**src/rtl/nps_ram.sv**
```systemverilog
// Generic simple dual-port RAM: one write port, one read port with registered read data.
// Self-contained; used for the point store of nearest_point_search.
module nps_ram #(
    parameter int WIDTH = 8,
    parameter int DEPTH = 16
) (
    input  logic                     clk,
    input  logic                     wr_en,
    input  logic [$clog2(DEPTH)-1:0] wr_addr,
    input  logic [WIDTH-1:0]         wr_data,
    input  logic                     rd_en,
    input  logic [$clog2(DEPTH)-1:0] rd_addr,
    output logic [WIDTH-1:0]         rd_data
);

    logic [WIDTH-1:0] mem [DEPTH];

    always_ff @(posedge clk) begin
        if (wr_en) begin
            mem[wr_addr] <= wr_data;
        end
        if (rd_en) begin
            rd_data <= mem[rd_addr];
        end
    end

endmodule

```
**config.mk**
```make
export PLATFORM = sky130hd
export DESIGN_NAME = nps_ram
export DESIGN_NICKNAME = d
export VERILOG_FILES = /design/src/rtl/nps_ram.sv
export SDC_FILE = /design/constraint.sdc
export NUM_CORES = 1
export LEC_CHECK = 0
export ABC_AREA = 1
export BUFFER_PORTS_ARGS = -buffer_cell sky130_fd_sc_hd__buf_2
export CORE_ASPECT_RATIO = 0.5
export CORE_MARGIN = 2
export CORE_UTILIZATION = 57
export DETAILED_ROUTE_END_ITERATION = 7
export GPL_TIMING_DRIVEN = 0
export PLACE_DENSITY_LB_ADDON = 0.2
export SLEW_MARGIN = 20
export SYNTH_ARGS = -nofsm -noshare
export SYNTH_HDL_FRONTEND = slang
export SYNTH_SLANG_ARGS = --single-unit
```
**constraint.sdc**
```tcl
create_clock -name clk -period 2.8 [get_ports clk]
set_input_delay 0.56 -clock clk [delete_from_list [all_inputs] [get_ports clk]]
set_output_delay 0.56 -clock clk [all_outputs]
set_load 0.005 [all_outputs]
```
==> results.md <==
* Status: finished clean
* Worst Reg2Reg Path Length in Cells at 6
* Starting Density at 57.98%
* Number of setup buffers added after CTS at 0
* Worst Hold End: rd_data[6]
* Hold Startpoint: rd_en
* Mux cell area share after synthesis at 0%
* Slowest Stage Delay on Critical Path at 810 ps
* Grt total ovfl at 0
* Worst-Margin Slew at around 1000 ps
* Avg Inst Size Synth at approximately 11 um^2
* Average vias per placed instance at roughly 5.4
* Synthesized area at 5847 um^2
* Final Skew at between 5 and 6 ps
* Worst setup margin at ~1100 ps
* Post-Route WL at around 14,000 um
* Largest cells by area after synthesis: edfxtp_1 70%, nand2_1 11%, nand3_1 8.3%
* Share of layout cells above drive strength 1 at about an eighth
* DRT antenna net count at 0
* Register area share after synthesis at around 70%
* Initial antenna violation count at 0
* CTS tree: done
* Resized cells post-CTS at 0
* Synth warnings at 0
* Die Height at 75.62 um
* Via count at between 3,000 and 4,000
* Yosys top cell area share at 69.85%
* Vias in the first global route at ~3,600
* Unique masters post-synth at 11
* Setup WS pre-CTS at roughly 670 ps
* TritonCTS Sinks at 136
* Post-synth top area cell: edfxtp_1
* Highest clock rate at around 600 MHz
* Synthesized-area fraction occupied by adder cells at 0%
* CP bufs+invs at 1
* # setup viols final at 0
* Hold slack at around 510 ps
* CP arrival at 1700 ps
* Fraction of the mapped netlist area in simple logic gates at 20.76%
* CTS Buffer Depth at 2
* Syn-to-layout area delta at 14.64%
* Drt first-iter violations at roughly 470
* Worst-path clk slew at 60 ps
* Clk root buf: clkbuf_16
* Worst Path Max Fanout at 8
* Net Count, Synth at 570
* Width of the die at between 100 and 150 um
* Clk_lat worst skew at a little over 400 ps
* VDD IR-drop max at a little under 400 uV
* Total GRT Usage at 26.47%
* Drc violations at 0
* Largest net degree at the start of global routing at 17
* FF-to-FF End: rd_data[1]
* Per-cell routed wire length at 18.49 um
* Top Family by Delay on Critical Path: simple AND/OR/NAND/NOR gates
* Synthesized flop and latch total at between 100 and 150
* Crit Path Class: in2reg
* Slowest stage cell, crit path: nor2_1
* CORE AREA at between 10,000 and 15,000 um^2
* Final HPWL DP at roughly 8900 um
* Crit end category: flop
* Finished Core Util at roughly 66%
* FP Rows at 26
* R2R Path Start: mem[4][1]
* Inserted Clock Buffers at 17
* Min Tclk post-route at ~1700 ps
* Hold_buf cts at 0
* FF-to-FF setup slack at 1580 ps
* RD Place Congestion at a little under 0.9
* Hold Path Stages at 1
* Maxcap violations at 0
* Pwr per Cell Area at 709.7 nW/um^2
* RSZ-0062 raised after global routing: no
* Slew HR at 30.40%
* Die area at approximately 11,000 um^2
* Worst Hold Class: in2reg
* Critical Path Source Type: input port
* Depth of the CTS H-tree at 4
* Worst path cell trace: buf_2 > nand3b_1 > nor2_1
* Worst EP required at 2830 ps
* Global-route wire length before repair at 20,340 um
* Main combinational cell family by area after synthesis: simple AND/OR/NAND/NOR gates
* Ant diodes at 0
* Post-Synth XOR/XNOR Area at 0%
* Power, Total at roughly 0.0048 W
* Synth Area in Compound Gates at 0%
* TritonRoute pass-1 iters at 5
* Tcrit/Tclk final at between 50 and 60%
* Max Transition Viols Final at 0
* Leakage Power at around 2.9 nW
* Fin Setup TNS at 0 ps
* Port bufs at 23
* Num ports at 27
* Final Hold Vio Count at 0
* Nets at roughly 600
* Post-Synthesis Cells at between 500 and 600
[sequential cells by signal, summed over array words and instances (netlist names)]
signal,count
mem,128
rd_data,8
[how the worst max path moves through the flow]
stage                    start    endpoint  slack, ps  cells past startpoint
global placement    wr_addr[3]   mem[6][0]        740                      3
CTS                 wr_addr[3]   mem[6][2]       1100                      3
finish              wr_addr[3]   mem[6][1]       1120                      3
global route        wr_addr[3]   mem[6][2]       1040                      3
floorplan           wr_addr[2]  mem[10][0]       1290                      2
detailed placement  wr_addr[3]   mem[6][3]        670                      3
[layout by cell type (no fill, tap or decap)]
master and n:
nand3_1 97, buf_2 36, inv_1 100, bufinv_16 3
buf_4 4, nand3b_1 2, clkinv_2 4, clkbuf_1 2
clkinvlp_4 2, buf_6 6, edfxtp_1 136, nand2_1 173
clkbuf_16 17, nor2_1 17, clkinv_1 2, inv_2 2
buf_1 1
[power by group]
part           leakage [nW]  internal (W)  switching, W  total [W]
Combinational          1.39     0.0000853      0.000209   0.000295
Clock                 0.273       0.00137      0.000782    0.00216
Sequential             1.24       0.00230     0.0000104    0.00231
[synth_stat cells (all sizes together)]
| cell | n |
|---|---|
| nand3 | 97 |
| nand2 | 173 |
| buf | 24 |
| nor2 | 17 |
| inv | 102 |
| nand3b | 2 |
| edfxtp | 136 |
[routing by layer]
layer  part of all wire [%]  up-vias  GRT usage [%]
met5                      0        -              0
met4                    2.2        0          11.65
met2                     46      214          42.21
met3                    9.6       27          6.467
met1                     42     1874          35.87
li1                       -     1869              -
[through the flow]
| step | instances | area [um^2] |
|---|---|---|
| after floorplan | 551 | 5847 |
| after global placement | 714 | 6137 |
| after detailed placement | 714 | 6137 |
| after CTS | 744 | 6703 |
| after global routing | 744 | 6703 |
| final | 744 | 6703 |
[logic make-up (layout without fill, tap and decap cells)]
| group | count (synthesis) | count (layout) |
|---|---|---|
| and+or+nand+nor | 289 | 289 |
| DFF | 136 | 136 |
| buffers and inverters | 126 | 179 |
[cell type report]
class | count | area, um^2
clock inverters | 11 | 132.6
multi-input cells | 289 | 1214
flip-flops and latches | 136 | 4084
repair buffers | 23 | 115.1
inverters | 102 | 382.9
clock buffers | 19 | 432.9
fillers | 746 | 3382
well taps | 140 | 175.2
plain buffers | 24 | 166.4
[worst register-to-register path, cell delays in order, from the launching register on]
cell and delay (ps):
edfxtp_1 380, inv_1 60, nand2_1 40, nand3_1 70
nand3_1 120, nand3_1 190, nand2_1 100
(Power assumes the default switching activity.)
